## config.mk

```make
export PLATFORM = sky130hd
export DESIGN_NAME = bcfl_ctrl
export DESIGN_NICKNAME = d
export VERILOG_FILES = /design/src/rtl/core/bcfl_pkg.sv /design/src/rtl/core/bcfl_ctrl.sv
export SDC_FILE = /design/constraint.sdc
export NUM_CORES = 1
export LEC_CHECK = 0
export ABC_CLOCK_PERIOD_IN_PS = 2200
export BUFFER_PORTS_ARGS = -buffer_cell sky130_fd_sc_hd__buf_4
export CAP_MARGIN = 10
export CORE_AREA = 2 2 39 41
export CTS_BUF_LIST = sky130_fd_sc_hd__clkbuf_8
export DETAILED_ROUTE_END_ITERATION = 12
export DIE_AREA = 0 0 41 43
export HOLD_SLACK_MARGIN = 0.06
export MAX_ROUTING_LAYER = met4
export SYNTH_ARGS = -nofsm -noshare
export SYNTH_HDL_FRONTEND = slang
export SYNTH_SLANG_ARGS = --single-unit
```

## constraint.sdc

```tcl
create_clock -name clk -period 2.2 [get_ports clk]
set_input_delay 0 -clock clk [delete_from_list [all_inputs] [get_ports clk]]
set_output_delay 0 -clock clk [all_outputs]
set_load 0.01 [all_outputs]
```

## src/rtl/core/bcfl_pkg.sv

```systemverilog
// Package for the block-carving free-list slot allocator.
// Shared constants, payload structs, codes and controller/datapath interface types.
// No dependencies.
`default_nettype none

package bcfl_pkg;

    localparam int SLOTS_PER_BLOCK = 512;
    localparam int MAX_BLOCKS      = 8;

    localparam int SLOT_W     = 12;
    localparam int SLOT_SPACE = 1 << SLOT_W;
    // Width that holds a slot number or a block end, up to SLOT_SPACE itself
    localparam int END_W      = SLOT_W + 1;
    localparam int LINK_W     = SLOT_W + 1;
    localparam int CNT_W      = $clog2(MAX_BLOCKS + 1);

    localparam logic [END_W-1:0]  SPB_END   = END_W'(SLOTS_PER_BLOCK);
    localparam logic [LINK_W-1:0] LINK_NONE = LINK_W'(SLOT_SPACE);

    typedef enum logic {
        OP_ALLOC = 1'b0,
        OP_FREE  = 1'b1
    } opcode_t;

    typedef enum logic [1:0] {
        ST_DONE      = 2'd0,
        ST_EXHAUSTED = 2'd1,
        ST_NULL_FREE = 2'd2
    } status_t;

    typedef struct packed {
        opcode_t             opcode;
        logic                has_slot;
        logic [SLOT_W-1:0]   slot_index;
    } req_t;

    typedef struct packed {
        logic [SLOT_W-1:0]   granted_slot;
        status_t             status;
    } rsp_t;

    // One link-memory word: written flag, carve end at write time, link
    typedef struct packed {
        logic                written;
        logic [END_W-1:0]    end_mark;
        logic [LINK_W-1:0]   link;
    } link_entry_t;

    typedef enum logic [1:0] {
        S_CLEAR = 2'd0,
        S_IDLE  = 2'd1,
        S_POP   = 2'd2
    } ctrl_state_t;

    typedef struct packed {
        logic clear_step;
        logic exec;
        logic pop_finish;
    } ctrl_cmd_t;

    typedef struct packed {
        logic clear_last;
        logic need_pop;
        logic rsp_busy;
    } dp_status_t;

endpackage

`default_nettype wire

```

## src/rtl/core/bcfl_ctrl.sv

```systemverilog
// Controller for the slot allocator: clear sweep after reset, accept, list pop.
// Depends on bcfl_pkg.
`default_nettype none

module bcfl_ctrl
    import bcfl_pkg::*;
(
    input  wire logic        clk,
    input  wire logic        rst_n,
    input  wire logic        req_valid,
    output logic             req_ready,
    input  wire dp_status_t  status,
    output ctrl_cmd_t        cmd
);

    ctrl_state_t state_reg;
    ctrl_state_t state_next;

    always_ff @(posedge clk or negedge rst_n)
    begin
        if (!rst_n)
        begin
            state_reg <= S_CLEAR;
        end
        else
        begin
            state_reg <= state_next;
        end
    end

    always_comb
    begin
        state_next = state_reg;
        case (state_reg)
            S_CLEAR:
            begin
                if (status.clear_last)
                begin
                    state_next = S_IDLE;
                end
            end
            S_IDLE:
            begin
                if (req_valid && !status.rsp_busy && status.need_pop)
                begin
                    state_next = S_POP;
                end
            end
            S_POP:
            begin
                state_next = S_IDLE;
            end
            default:
            begin
                state_next = S_CLEAR;
            end
        endcase
    end

    always_comb
    begin
        req_ready      = 1'b0;
        cmd.clear_step = 1'b0;
        cmd.exec       = 1'b0;
        cmd.pop_finish = 1'b0;
        case (state_reg)
            S_CLEAR:
            begin
                cmd.clear_step = 1'b1;
            end
            S_IDLE:
            begin
                req_ready = !status.rsp_busy;
                cmd.exec  = req_valid && !status.rsp_busy;
            end
            S_POP:
            begin
                cmd.pop_finish = 1'b1;
            end
            default:
            begin
                req_ready = 1'b0;
            end
        endcase
    end

`ifndef ASSERT_OFF
    a_pop_one_cycle: assert property (@(posedge clk) disable iff (!rst_n)
        (state_reg == S_POP) |=> (state_reg == S_IDLE))
        else $error("pop did not return to idle");
`endif

endmodule

`default_nettype wire

```

==> results of run 1 <==
-- kinds of logic after synthesis --
group | count (synthesis)
simple gates | 8
flops | 2
compound gates | 1
-- power by group --
part           internal, mW  leakage (nW)  total, mW  switching (mW)
Clock                 0.116        0.0216      0.143          0.0270
Combinational        0.0439        0.0753     0.0809          0.0370
Sequential           0.0478        0.0248     0.0597          0.0118
-- layout make-up --
cell class	count	area, sq um
fillers	155	1130
repair buffers	10	77.6
multi-input cells	9	60.1
flip-flops and latches	2	50.0
clock buffers	3	41.3
well taps	16	20.0
-- layer usage --
| layer | vias up | track usage (%) | share of wire (%) | wire, microns |
|---|---|---|---|---|
| met1 | 50 | 4.17 | 45 | 128 |
| met5 | - | - | 0 | 0 |
| met2 | 12 | 4.06 | 32 | 90 |
| met4 | 0 | 4.00 | 0 | 0 |
| li1 | 63 | - | - | - |
| met3 | 0 | 6.28 | 23 | 66 |
-- through the flow --
step                setup WS [ns]  cells  total power, mW  hold slack [ns]  util, %
floorplan                    1.38     11           0.0990           -0.296        -
global placement             1.30     36            0.139           -0.216     14.3
detailed placement           1.29     36            0.140           -0.216     14.3
CTS                          1.05     40            0.290           0.0776     18.0
global route                 1.01     40            0.300            0.108     18.0
finish                       1.07     40            0.283           0.0826     18.0
-- final timing paths --
check | cells past startpoint | slack [ns] | endpoint
worst max-delay path | 3 | 1.07 | cmd[1]
worst min-delay path | 3 | 0.08 | state_reg[0]
worst max register to register | 2 | 1.40 | state_reg[0]
max in group asynchronous | 2 | 2.00 | state_reg[1]
worst min register to register | 1 | 0.54 | state_reg[0]
min in group asynchronous | 2 | 0.11 | state_reg[0]
-- what timing repair did --
action                    in CTS  in global routing
resized for setup              0                  0
hold buffers                   1                  0
hold endpoints to repair       2                  0
-- worst min-delay path: stages --
cell                      delay (ns)
sky130_fd_sc_hd__buf_4          0.08
sky130_fd_sc_hd__nor2_1         0.03
sky130_fd_sc_hd__o22ai_1        0.13
-- cell usage in the layout (no fill, tap or decap) --
cell type                       instances
sky130_fd_sc_hd__and3b_1                1
sky130_fd_sc_hd__buf_4                  9
sky130_fd_sc_hd__clkbuf_8               3
sky130_fd_sc_hd__dfrtp_1                2
sky130_fd_sc_hd__dlygate4sd3_1          1
sky130_fd_sc_hd__nand2b_2               1
sky130_fd_sc_hd__nor2_1                 3
sky130_fd_sc_hd__nor2b_1                2
sky130_fd_sc_hd__nor3b_2                1
sky130_fd_sc_hd__o22ai_1                1
==> results.rst, run 1 <==
.. list-table::
   :header-rows: 1

   * - Metric
     - Value
   * - Worst R2R Start
     - state_reg[1]
   * - Worst max-slew margin expressed relative to the limit
     - 90.7%
   * - Placed cell areas
     - 198 sq um
   * - Total grt overflow
     - 0
   * - Final Hold Fails
     - 0
   * - Library cell contributing the largest single delay on the critical path
     - sky130_fd_sc_hd__dfrtp_1
   * - Worst setup path class
     - flop to primary output
   * - DRC violations left
     - 0
   * - Count of unique library cells instantiated by Yosys
     - 7
   * - Share of cell area taken by muxes after synthesis
     - 0%
   * - Synthesized-area fraction occupied by and/or/nand/nor cells
     - 48.9%
   * - Total wire length after detailed routing
     - 284 microns
   * - Clock-pin slew of the registers on the worst-case setup and hold paths
     - 0.03 ns
   * - Sequential-to-total area share from yosys stat
     - 45.5%
   * - Synthesis-stage register bit count
     - 2
   * - Buffer depth of the longest clock path
     - 2
   * - Worst setup startpoint
     - state_reg[1]
   * - # port buffers
     - 9
   * - Pin count of the biggest net entering global routing
     - 5
   * - Share of synthesized cell area in full adder, half adder and majority cells
     - 0%
   * - Average vias per placed instance
     - 3.13
   * - Count of final setup violators
     - 0
   * - Cells taking the most area after synthesis
     - sky130_fd_sc_hd__dfrtp_1 (45%), sky130_fd_sc_hd__nor2b_1 (11%), sky130_fd_sc_hd__nor3b_2 (11%)
   * - Post-Syn Nets
     - 17
   * - Number of global-route vias before repair
     - 108
   * - Cell Rows
     - 14
   * - Number of flip-flops in the largest register
     - 2
   * - YS warnings
     - 0
   * - Critical path capture point type
     - primary output
   * - Portion of the clock cycle consumed by the worst path in the final layout
     - 51.3%
   * - Total number of vias
     - 125
   * - CTS sink count
     - 2
   * - Clock latency reported for the late side of the worst-skew pair
     - 0.21 ns
   * - Top-Level Pins
     - 10
   * - Crit path buf inv count
     - 1
   * - Setup repair after global routing missed its margin
     - no
   * - Clock tree from TritonCTS
     - done
   * - Req. time, crit path
     - 2.20 ns
   * - Area share of the leading cell type in the synthesized netlist
     - 45.5%
   * - Outcome
     - completed
   * - Die outline width
     - 41 microns
   * - Final critical delay including setup and external delays
     - 1.13 ns
   * - Die H
     - 43 microns
   * - Main combinational cell family by area after synthesis
     - simple AND/OR/NAND/NOR gates
   * - Slew Viols, Final
     - 0
   * - Leakage
     - 0.122 nW
   * - Layout Cell Area excl Fill
     - 249 sq um
   * - Crit-path max FO
     - 4
   * - Avg WL per Cell
     - 7.10 microns
   * - Global Route Usage Sum
     - 4.52%
   * - Area overhead of the layout relative to synthesis
     - 126%
   * - Most frequently used flop master after synthesis
     - sky130_fd_sc_hd__dfrtp_1
   * - Initial Util
     - 7.96%
   * - Global-route wire length before repair
     - 427 microns
   * - Post-Synthesis Cells
     - 11
   * - Post-synthesis xor/xnor area fraction
     - 0%
   * - Setup Fix Bufs, Post-CTS
     - 0
   * - Complex-gate fraction of the synthesized area
     - 5.68%
   * - Slew @ Worst Pin
     - 0.139 ns
   * - Cell area after technology mapping
     - 110 sq um
   * - Core ar.
     - 0.00138 sq mm
   * - Number of clock buffers inserted by TritonCTS
     - 3
   * - Signal arrival time at the worst endpoint
     - 1.13 ns
   * - GPL Wtd Cong
     - 0.609
   * - Max cap viols
     - 0
   * - Area of the die
     - 0.00176 sq mm
   * - Worst-path cell chain
     - nand2b_2 -> nor3b_2 -> buf_4
   * - Type of origin of the critical path
     - flop
   * - Avg Synthesized Cell Area
     - 10.0 sq um
   * - Iteration-0 DRC count of the detailed router
     - 0
   * - Achievable frequency
     - 0.885 GHz
   * - Number of antenna violations at the first check in global routing
     - 0
   * - Layout cell share with drive strength beyond 1
     - 58.3%
   * - H-tree level count
     - 1
   * - Family with the most delay on the worst path
     - simple AND/OR/NAND/NOR gates
   * - Delay of the slowest cell on the worst path
     - 0.39 ns
   * - Final layout net count
     - 32
   * - Number of detailed-route iterations in the first pass
     - 1
   * - Most frequently used cell type in the post-synthesis netlist
     - sky130_fd_sc_hd__nor2_1
   * - Antenna Nets Post-Route
     - 0
   * - Root buf cell
     - sky130_fd_sc_hd__clkbuf_8
   * - Maximum ir drop on the vdd rail
     - 0.280 mV
   * - Hold path startpoint
     - status[2]
   * - Fraction of synthesis flops using an asynchronous set or reset pin
     - 100%
   * - Post-route clock skew
     - 0.00387 ns
   * - Inserted Diodes
     - 0
   * - Top cells by count, synth
     - sky130_fd_sc_hd__nor2_1 (3), sky130_fd_sc_hd__dfrtp_1 (2), sky130_fd_sc_hd__nor2b_1 (2)
   * - Power Dens Cells
     - 1140 mW/mm^2
   * - Sum of negative setup slack
     - 0 ns
   * - Classification of the worst-slack hold path
     - input port to flop
   * - Number of synthesized flops with an enable pin
     - 0
   * - Cell type with the highest aggregate area in the netlist
     - sky130_fd_sc_hd__dfrtp_1
No activity file was read; power rests on OpenSTA's default activity.
==> run 2, diff against run 1 <==
--- a/config.mk
+++ b/config.mk
@@ -5,7 +5,8 @@
 export SDC_FILE = /design/constraint.sdc
 export NUM_CORES = 1
 export LEC_CHECK = 0
-export ABC_CLOCK_PERIOD_IN_PS = 2200
+export ABC_AREA = 1
+export ABC_CLOCK_PERIOD_IN_PS = 1100
 export BUFFER_PORTS_ARGS = -buffer_cell sky130_fd_sc_hd__buf_4
 export CAP_MARGIN = 10
 export CORE_AREA = 2 2 39 41
==> constraint.sdc (replaced) <==
create_clock -name clk -period 1.1 [get_ports clk]
set_input_delay 0 -clock clk [delete_from_list [all_inputs] [get_ports clk]]
set_output_delay 0 -clock clk [all_outputs]
set_load 0.01 [all_outputs]
==> results.rst, run 2 <==
.. list-table::
   :header-rows: 1

   * - Metric
     - Value
   * - Area overhead of the layout relative to synthesis
     - 138% (was 126%)
   * - Slew Viols, Final
     - 0 (unchanged)
   * - Number of global-route vias before repair
     - 146 (was 108)
   * - YS warnings
     - 0 (unchanged)
   * - H-tree level count
     - 1 (unchanged)
   * - GPL Wtd Cong
     - 0.580 (was 0.609)
   * - Post-synthesis xor/xnor area fraction
     - 0% (unchanged)
   * - Achievable frequency
     - 0.998 GHz
   * - HPWL reported at the end of detailed placement
     - 222 microns
   * - Iteration-0 DRC count of the detailed router
     - 2 (was 0)
   * - Cell Rows
     - 14 (unchanged)
   * - Complex-gate fraction of the synthesized area
     - 4.49% (was 5.68%)
   * - Post-Synthesis Cells
     - 17 (was 11)
   * - Worst setup path class
     - flop to primary output (unchanged)
   * - Top-Level Pins
     - 10 (unchanged)
   * - Antenna Nets Post-Route
     - 0 (unchanged)
   * - Slew @ Worst Pin
     - 0.175 ns (was 0.139 ns)
   * - Post-route clock skew
     - 0.00184 ns (was 0.00387 ns)
   * - R2r setup slk
     - 0.29 ns (was 1.40 ns)
   * - Placed cell areas
     - 199 sq um (was 198 sq um)
   * - Layout cell share with drive strength beyond 1
     - 48.4% (was 58.3%)
   * - Average vias per placed instance
     - 3.11 (was 3.13)
   * - Clock latency reported for the late side of the worst-skew pair
     - 0.21 ns (about the same)
   * - Critical path capture point type
     - primary output (unchanged)
   * - # port buffers
     - 9 (unchanged)
   * - Number of antenna violations at the first check in global routing
     - 0 (unchanged)
   * - Cell area after technology mapping
     - 111 sq um (was 110 sq um)
   * - Type of origin of the critical path
     - flop (unchanged)
   * - FILL cells
     - 149 (was 155)
   * - Total power of the final layout
     - 0.608 mW (was 0.283 mW)
   * - Placement Setup Slack
     - 0.294 ns (was 1.29 ns)
   * - Area share of the leading cell type in the synthesized netlist
     - 44.9% (was 45.5%)
   * - Core ar.
     - 0.00138 sq mm (unchanged)
   * - Count of final setup violators
     - 0 (unchanged)
   * - Power Dens Cells
     - 2290 mW/mm^2 (was 1140 mW/mm^2)
   * - Pin count of the biggest net entering global routing
     - 5 (unchanged)
   * - Sum of negative setup slack
     - 0 ns (unchanged)
   * - Avg WL per Cell
     - 6.87 microns (was 7.10 microns)
   * - Inserted Diodes
     - 0 (unchanged)
   * - Setup repair after global routing missed its margin
     - no (unchanged)
   * - Fraction of synthesis flops using an asynchronous set or reset pin
     - 100% (unchanged)
   * - Share of cell area taken by muxes after synthesis
     - 0% (unchanged)
   * - Setup Fix Bufs, Post-CTS
     - 0 (unchanged)
   * - Number of flip-flops in the largest register
     - 2 (unchanged)
   * - Avg Synthesized Cell Area
     - 6.55 sq um (was 10.0 sq um)
   * - Total wire length after detailed routing
     - 323 microns (was 284 microns)
   * - Buffer depth of the longest clock path
     - 2 (unchanged)
   * - Crit-path max FO
     - 3 (was 4)
   * - Classification of the worst-slack hold path
     - input port to flop (unchanged)
   * - Cells taking the most area after synthesis
     - sky130_fd_sc_hd__dfrtp_1 (45%), sky130_fd_sc_hd__nor2_1 (17%), sky130_fd_sc_hd__nand2_1 (10%) (was sky130_fd_sc_hd__dfrtp_1 (45%), sky130_fd_sc_hd__nor2b_1 (11%), sky130_fd_sc_hd__nor3b_2 (11%))
   * - Portion of the clock cycle consumed by the worst path in the final layout
     - 91.1%
   * - Slack of the critical path
     - 0.0980 ns (was 1.07 ns)
   * - Total grt overflow
     - 0 (unchanged)
   * - Leading cell type in the layout, fill and taps excluded
     - sky130_fd_sc_hd__buf_4 (unchanged)
   * - Post-Syn Nets
     - 23 (was 17)
   * - Count of unique library cells instantiated by Yosys
     - 8 (was 7)
   * - Final Hold Fails
     - 0 (unchanged)
   * - Area taken by multi-input logic gates
     - 51.3 sq um (was 60.1 sq um)
   * - DRC violations left
     - 0 (unchanged)
   * - Number of detailed-route iterations in the first pass
     - 2 (was 1)
   * - Synthesis-stage register bit count
     - 2 (unchanged)
   * - Sequential-to-total area share from yosys stat
     - 44.9% (was 45.5%)
   * - Maximum ir drop on the vdd rail
     - 0.567 mV (was 0.280 mV)
   * - Share of synthesized cell area in full adder, half adder and majority cells
     - 0% (unchanged)
   * - Most frequently used cell type in the post-synthesis netlist
     - sky130_fd_sc_hd__nor2_1 (unchanged)
   * - Area of the die
     - 0.00176 sq mm (unchanged)
   * - Worst max-slew margin expressed relative to the limit
     - 88.2% (was 90.7%)
   * - Final layout net count
     - 39 (was 32)
   * - Die H
     - 43 microns (unchanged)
   * - Number of synthesized flops with an enable pin
     - 0 (unchanged)
   * - Clock tree from TritonCTS
     - done (unchanged)
   * - Layout Cell Area excl Fill
     - 265 sq um (was 249 sq um)
   * - Leakage
     - 0.140 nW (was 0.122 nW)
   * - Max cap viols
     - 0 (unchanged)
   * - CTS sink count
     - 2 (unchanged)
   * - Signal arrival time at the worst endpoint
     - 1.00 ns (was 1.13 ns)
   * - Synthesized-area fraction occupied by and/or/nand/nor cells
     - 37.1% (was 48.9%)
   * - Main combinational cell family by area after synthesis
     - simple AND/OR/NAND/NOR gates (unchanged)
   * - Req. time, crit path
     - 1.10 ns (was 2.20 ns)
   * - Root buf cell
     - sky130_fd_sc_hd__clkbuf_8 (unchanged)
   * - Core utilization of the finished layout
     - 19.2% (was 18.0%)
   * - Final critical delay including setup and external delays
     - 1.00 ns
   * - Most frequently used flop master after synthesis
     - sky130_fd_sc_hd__dfrtp_1 (unchanged)
   * - Global Route Usage Sum
     - 5.14% (was 4.52%)
   * - Global-route wire length before repair
     - 510 microns (was 427 microns)
   * - Cell type with the highest aggregate area in the netlist
     - sky130_fd_sc_hd__dfrtp_1 (unchanged)
   * - Outcome
     - completed (unchanged)
   * - Clock-pin slew of the registers on the worst-case setup and hold paths
     - 0.03 ns (about the same)
   * - Number of clock buffers inserted by TritonCTS
     - 3 (unchanged)
   * - Leading cell types in the layout, fill and taps excluded
     - sky130_fd_sc_hd__buf_4 (9), sky130_fd_sc_hd__nor2_1 (5), sky130_fd_sc_hd__nand2_1 (3), sky130_fd_sc_hd__clkbuf_8 (3) (was sky130_fd_sc_hd__buf_4 (9), sky130_fd_sc_hd__nor2_1 (3), sky130_fd_sc_hd__clkbuf_8 (3))
   * - Sequential cell area
     - 50.0 sq um (unchanged)
   * - Top cells by count, synth
     - sky130_fd_sc_hd__nor2_1 (5), sky130_fd_sc_hd__nand2_1 (3), sky130_fd_sc_hd__dfrtp_1 (2), sky130_fd_sc_hd__inv_1 (2), sky130_fd_sc_hd__inv_2 (2) (was sky130_fd_sc_hd__nor2_1 (3), sky130_fd_sc_hd__dfrtp_1 (2), sky130_fd_sc_hd__nor2b_1 (2))
   * - Die outline width
     - 41 microns (unchanged)
   * - Initial Util
     - 8.05% (was 7.96%)
   * - Total number of vias
     - 146 (was 125)
run 2: worst paths after layout:
kind                              start      endpoint  cells after the start
max                        state_reg[0]     req_ready                      5
min                           status[1]  state_reg[1]                      3
max reg2reg                state_reg[1]  state_reg[0]                      2
min reg2reg                state_reg[1]  state_reg[1]                      3
max in group asynchronous         rst_n  state_reg[1]                      2
min in group asynchronous         rst_n  state_reg[0]                      2
run 2: metal layers:
layer  global-route usage [%]  up-vias  share of wire, %
li1                         -       78                 -
met1                     5.14       58                47
met2                     5.00       10                39
met3                     4.71        0                14
met4                     6.00        0                 0
met5                        -        -                 0
run 2: kinds of logic (layout without fill, tap and decap cells):
| family | Yosys count | in the layout |
|---|---|---|
| AOI/OAI and AO/OA | 1 | 1 |
| buffers and inverters | 4 | 18 |
| DFF | 2 | 2 |
| and+or+nand+nor | 10 | 10 |
run 2: layout make-up:
cell class,instances,area share [%]
Multi-Input combinational cell,11,19.3
Timing Repair Buffer,11,33.0
Clock buffer,3,15.6
Sequential cell,2,18.9
Tap cell,16,7.55
Inverter,4,5.66
run 2: what timing repair did:
action / CTS / global route
hold buffers: 2 / 0
resized for setup: 0 / 1
endpoints found under the setup margin: 0 / 2
hold endpoints to repair: 3 / 0
run 2: power breakdown:
group          switching [mW]  internal [mW]  total (mW)  leakage, nW
Clock                  0.0516          0.231       0.282       0.0216
Combinational           0.106          0.103       0.209       0.0935
Sequential             0.0198         0.0958       0.116       0.0248
Total                   0.178          0.430       0.608        0.140
run 2: critical path, stage by stage (launching register included):
cell	delay, ns
sky130_fd_sc_hd__dfrtp_1	0.36
sky130_fd_sc_hd__inv_2	0.06
sky130_fd_sc_hd__nor2_4	0.11
sky130_fd_sc_hd__inv_2	0.05
sky130_fd_sc_hd__nor2_1	0.09
sky130_fd_sc_hd__buf_4	0.13
run 2: through the flow:
step	cells	hold slack [ns]
final	47	0.0837
after global placement	42	-0.216
after global routing	47	0.117
after detailed placement	42	-0.215
after floorplan	17	-0.296
after CTS	47	0.0806
==> run 3, diff against run 2 <==
--- a/config.mk
+++ b/config.mk
@@ -10,11 +10,11 @@
 export BUFFER_PORTS_ARGS = -buffer_cell sky130_fd_sc_hd__buf_4
 export CAP_MARGIN = 10
 export CORE_AREA = 2 2 39 41
-export CTS_BUF_LIST = sky130_fd_sc_hd__clkbuf_8
 export DETAILED_ROUTE_END_ITERATION = 12
 export DIE_AREA = 0 0 41 43
 export HOLD_SLACK_MARGIN = 0.06
 export MAX_ROUTING_LAYER = met4
+export SKIP_LAST_GASP = 1
 export SYNTH_ARGS = -nofsm -noshare
 export SYNTH_HDL_FRONTEND = slang
 export SYNTH_SLANG_ARGS = --single-unit
==> results.rst, run 3 (synthesized netlist as in run 2, its figures left out) <==
.. list-table::
   :header-rows: 1

   * - Metric
     - Value
   * - Family with the most delay on the worst path
     - flip-flops (unchanged)
   * - Cell mode on critical path
     - sky130_fd_sc_hd__inv_2 (unchanged)
   * - Delay of the slowest cell on the worst path
     - 0.36 ns (about the same)
   * - Setup Fix Bufs, Post-CTS
     - 0 (unchanged)
   * - Layout cell share with drive strength beyond 1
     - 51.6% (was 48.4%)
   * - Max cap viols
     - 0 (unchanged)
   * - Core ar.
     - 0.00138 sq mm (unchanged)
   * - Number of global-route vias before repair
     - 152 (was 146)
   * - Total wire length after detailed routing
     - 334 microns (was 323 microns)
   * - Worst setup path class
     - flop to primary output (unchanged)
   * - Area of the die
     - 0.00176 sq mm (unchanged)
   * - Slew @ Worst Pin
     - 0.175 ns (about the same)
   * - Die outline width
     - 41 microns (unchanged)
   * - Req. time, crit path
     - 1.10 ns (about the same)
   * - Power Dens Cells
     - 1980 mW/mm^2 (was 2290 mW/mm^2)
   * - Number of detailed-route iterations in the first pass
     - 2 (unchanged)
   * - Library cell contributing the largest single delay on the critical path
     - sky130_fd_sc_hd__dfrtp_1 (unchanged)
   * - Leading cell type in the layout, fill and taps excluded
     - sky130_fd_sc_hd__buf_4 (unchanged)
   * - Sum of negative setup slack
     - 0 ns (unchanged)
   * - Final critical delay including setup and external delays
     - 1.02 ns (was 1.00 ns)
   * - Area overhead of the layout relative to synthesis
     - 124% (was 138%)
   * - Signal arrival time at the worst endpoint
     - 1.02 ns (was 1.00 ns)
   * - Sequential cell area
     - 50.0 sq um (unchanged)
   * - DRC violations left
     - 0 (unchanged)
   * - Achievable frequency
     - 0.984 GHz (was 0.998 GHz)
   * - Portion of the clock cycle consumed by the worst path in the final layout
     - 92.4% (was 91.1%)
   * - Avg WL per Cell
     - 7.11 microns (was 6.87 microns)
   * - Clock tree from TritonCTS
     - done (unchanged)
   * - Routed length on met1
     - 152 microns (unchanged)
   * - Inserted Diodes
     - 0 (unchanged)
   * - Root buf cell
     - sky130_fd_sc_hd__clkbuf_4 (was sky130_fd_sc_hd__clkbuf_8)
   * - Buffer depth of the longest clock path
     - 2 (unchanged)
   * - HPWL reported at the end of detailed placement
     - 222 microns (unchanged)
   * - Number of clock buffers inserted by TritonCTS
     - 3 (unchanged)
   * - GPL Wtd Cong
     - 0.580 (unchanged)
   * - Antenna Nets Post-Route
     - 0 (unchanged)
   * - # port buffers
     - 9 (unchanged)
   * - Initial Util
     - 8.05% (unchanged)
   * - Crit-path max FO
     - 3 (unchanged)
   * - Maximum ir drop on the vdd rail
     - 0.476 mV (was 0.567 mV)
   * - Final layout net count
     - 39 (unchanged)
   * - Pin count of the biggest net entering global routing
     - 5 (unchanged)
   * - Final Hold Fails
     - 0 (unchanged)
   * - CTS sink count
     - 2 (unchanged)
   * - Max layer used
     - met3 (unchanged)
   * - Total number of vias
     - 148 (was 146)
   * - Clock latency reported for the late side of the worst-skew pair
     - 0.22 ns (was 0.21 ns)
   * - Met3 layer wire length in the routed design
     - 45 microns (was 44 microns)
   * - Total power of the final layout
     - 0.492 mW (was 0.608 mW)
   * - Setup repair after global routing missed its margin
     - no (unchanged)
   * - Worst max-slew margin expressed relative to the limit
     - 88.2% (about the same)
   * - Classification of the worst-slack hold path
     - input port to flop (unchanged)
   * - FILL cells
     - 157 (was 149)
   * - Iteration-0 DRC count of the detailed router
     - 2 (unchanged)
   * - Critical path capture point type
     - primary output (unchanged)
   * - Crit path buf inv count
     - 3 (unchanged)
   * - Layout Cell Area excl Fill
     - 249 sq um (was 265 sq um)
   * - Leakage
     - 0.132 nW (was 0.140 nW)
   * - Post-route clock skew
     - 0.00201 ns (was 0.00184 ns)
   * - Die H
     - 43 microns (unchanged)
   * - Count of final setup violators
     - 0 (unchanged)
   * - Met2 layer wire length in the routed design
     - 136 microns (was 127 microns)
   * - Area taken by multi-input logic gates
     - 53.8 sq um (was 51.3 sq um)
   * - Type of origin of the critical path
     - flop (unchanged)
   * - H-tree level count
     - 1 (unchanged)
   * - Clock-pin slew of the registers on the worst-case setup and hold paths
     - 0.03 ns (about the same)
   * - Global-route wire length before repair
     - 503 microns (was 510 microns)
   * - Leading cell types in the layout, fill and taps excluded
     - sky130_fd_sc_hd__buf_4 (9), sky130_fd_sc_hd__nor2_1 (4), sky130_fd_sc_hd__nand2_1 (3), sky130_fd_sc_hd__clkbuf_4 (3) (was sky130_fd_sc_hd__buf_4 (9), sky130_fd_sc_hd__nor2_1 (5), sky130_fd_sc_hd__nand2_1 (3), sky130_fd_sc_hd__clkbuf_8 (3))
   * - Cell Rows
     - 14 (unchanged)
   * - Total grt overflow
     - 0 (unchanged)
   * - Top-Level Pins
     - 10 (unchanged)
   * - Worst-path cell chain
     - inv_2 -> nor2_4 -> inv_2 -> nor2_1 -> buf_4 (unchanged)
   * - Number of flip-flops in the largest register
     - 2 (unchanged)
   * - Placed cell areas
     - 199 sq um (unchanged)
   * - Average vias per placed instance
     - 3.15 (was 3.11)
   * - Global Route Usage Sum
     - 5.04% (was 5.14%)
   * - Number of antenna violations at the first check in global routing
     - 0 (unchanged)
   * - Slew Viols, Final
     - 0 (unchanged)
   * - Outcome
     - completed (unchanged)
## run 3: cell counts in the layout (fill, tap and decap cells not counted)
No cell type changed its count.
## run 3: area by class of cell
type / instances / area share (%)
Timing Repair Buffer: 11 / 35.2
Sequential cell: 2 / 20.1
Multi-Input combinational cell: 11 / 21.6
Inverter: 4 / 6.03
Tap cell: 16 / 8.04
Clock buffer: 3 / 9.05
## run 3: worst min-delay path: cells and delay by family
family / cells / cell delay (ns)
and+or+nand+nor: 2 / 0.14
buffers and inverters: 1 / 0.11
## run 3: where the power goes
| part | total, mW | leakage [nW] | internal [mW] | switching, mW |
|---|---|---|---|---|
| clock | 0.161 | 0.0138 | 0.120 | 0.0406 |
| combinational | 0.216 | 0.0935 | 0.105 | 0.111 |
| sequential | 0.116 | 0.0248 | 0.0957 | 0.0198 |
## run 3: path summary, 6_finish.rpt
kind	startpoint	to	slack, ns	depth (start not counted)
min in group asynchronous	rst_n	state_reg[0]	0.10	2
hold reg to reg	state_reg[1]	state_reg[0]	0.59	3
hold / removal	status[1]	state_reg[1]	0.07	3
max in group asynchronous	rst_n	state_reg[1]	0.91	2
setup / recovery	state_reg[0]	cmd[1]	0.08	5
setup reg to reg	state_reg[1]	state_reg[0]	0.29	2
## run 3: per-layer routing
metal / GRT usage (%) / up-vias
li1: - / 79
met4: 6.00 / 0
met5: - / -
met1: 4.82 / 59
met3: 4.71 / 0
met2: 5.00 / 10
## run 3: per-stage QoR
step | util [%] | hold slack (ns) | instances | worst slack (ns)
after floorplan | - | -0.296 | 17 | 0.373
after global placement | 14.4 | -0.216 | 42 | 0.299
after detailed placement | 14.4 | -0.215 | 42 | 0.294
after CTS | 17.5 | 0.0602 | 47 | 0.0409
after global routing | 18.0 | 0.0942 | 47 | 0.00517
final | 18.0 | 0.0712 | 47 | 0.0841
## run 3: what timing repair did
item,4_1_cts,5_1_grt
endpoints found under the hold margin,3,0
hold buffers,2,0
endpoints found under the setup margin,0,2
resized for setup,0,2
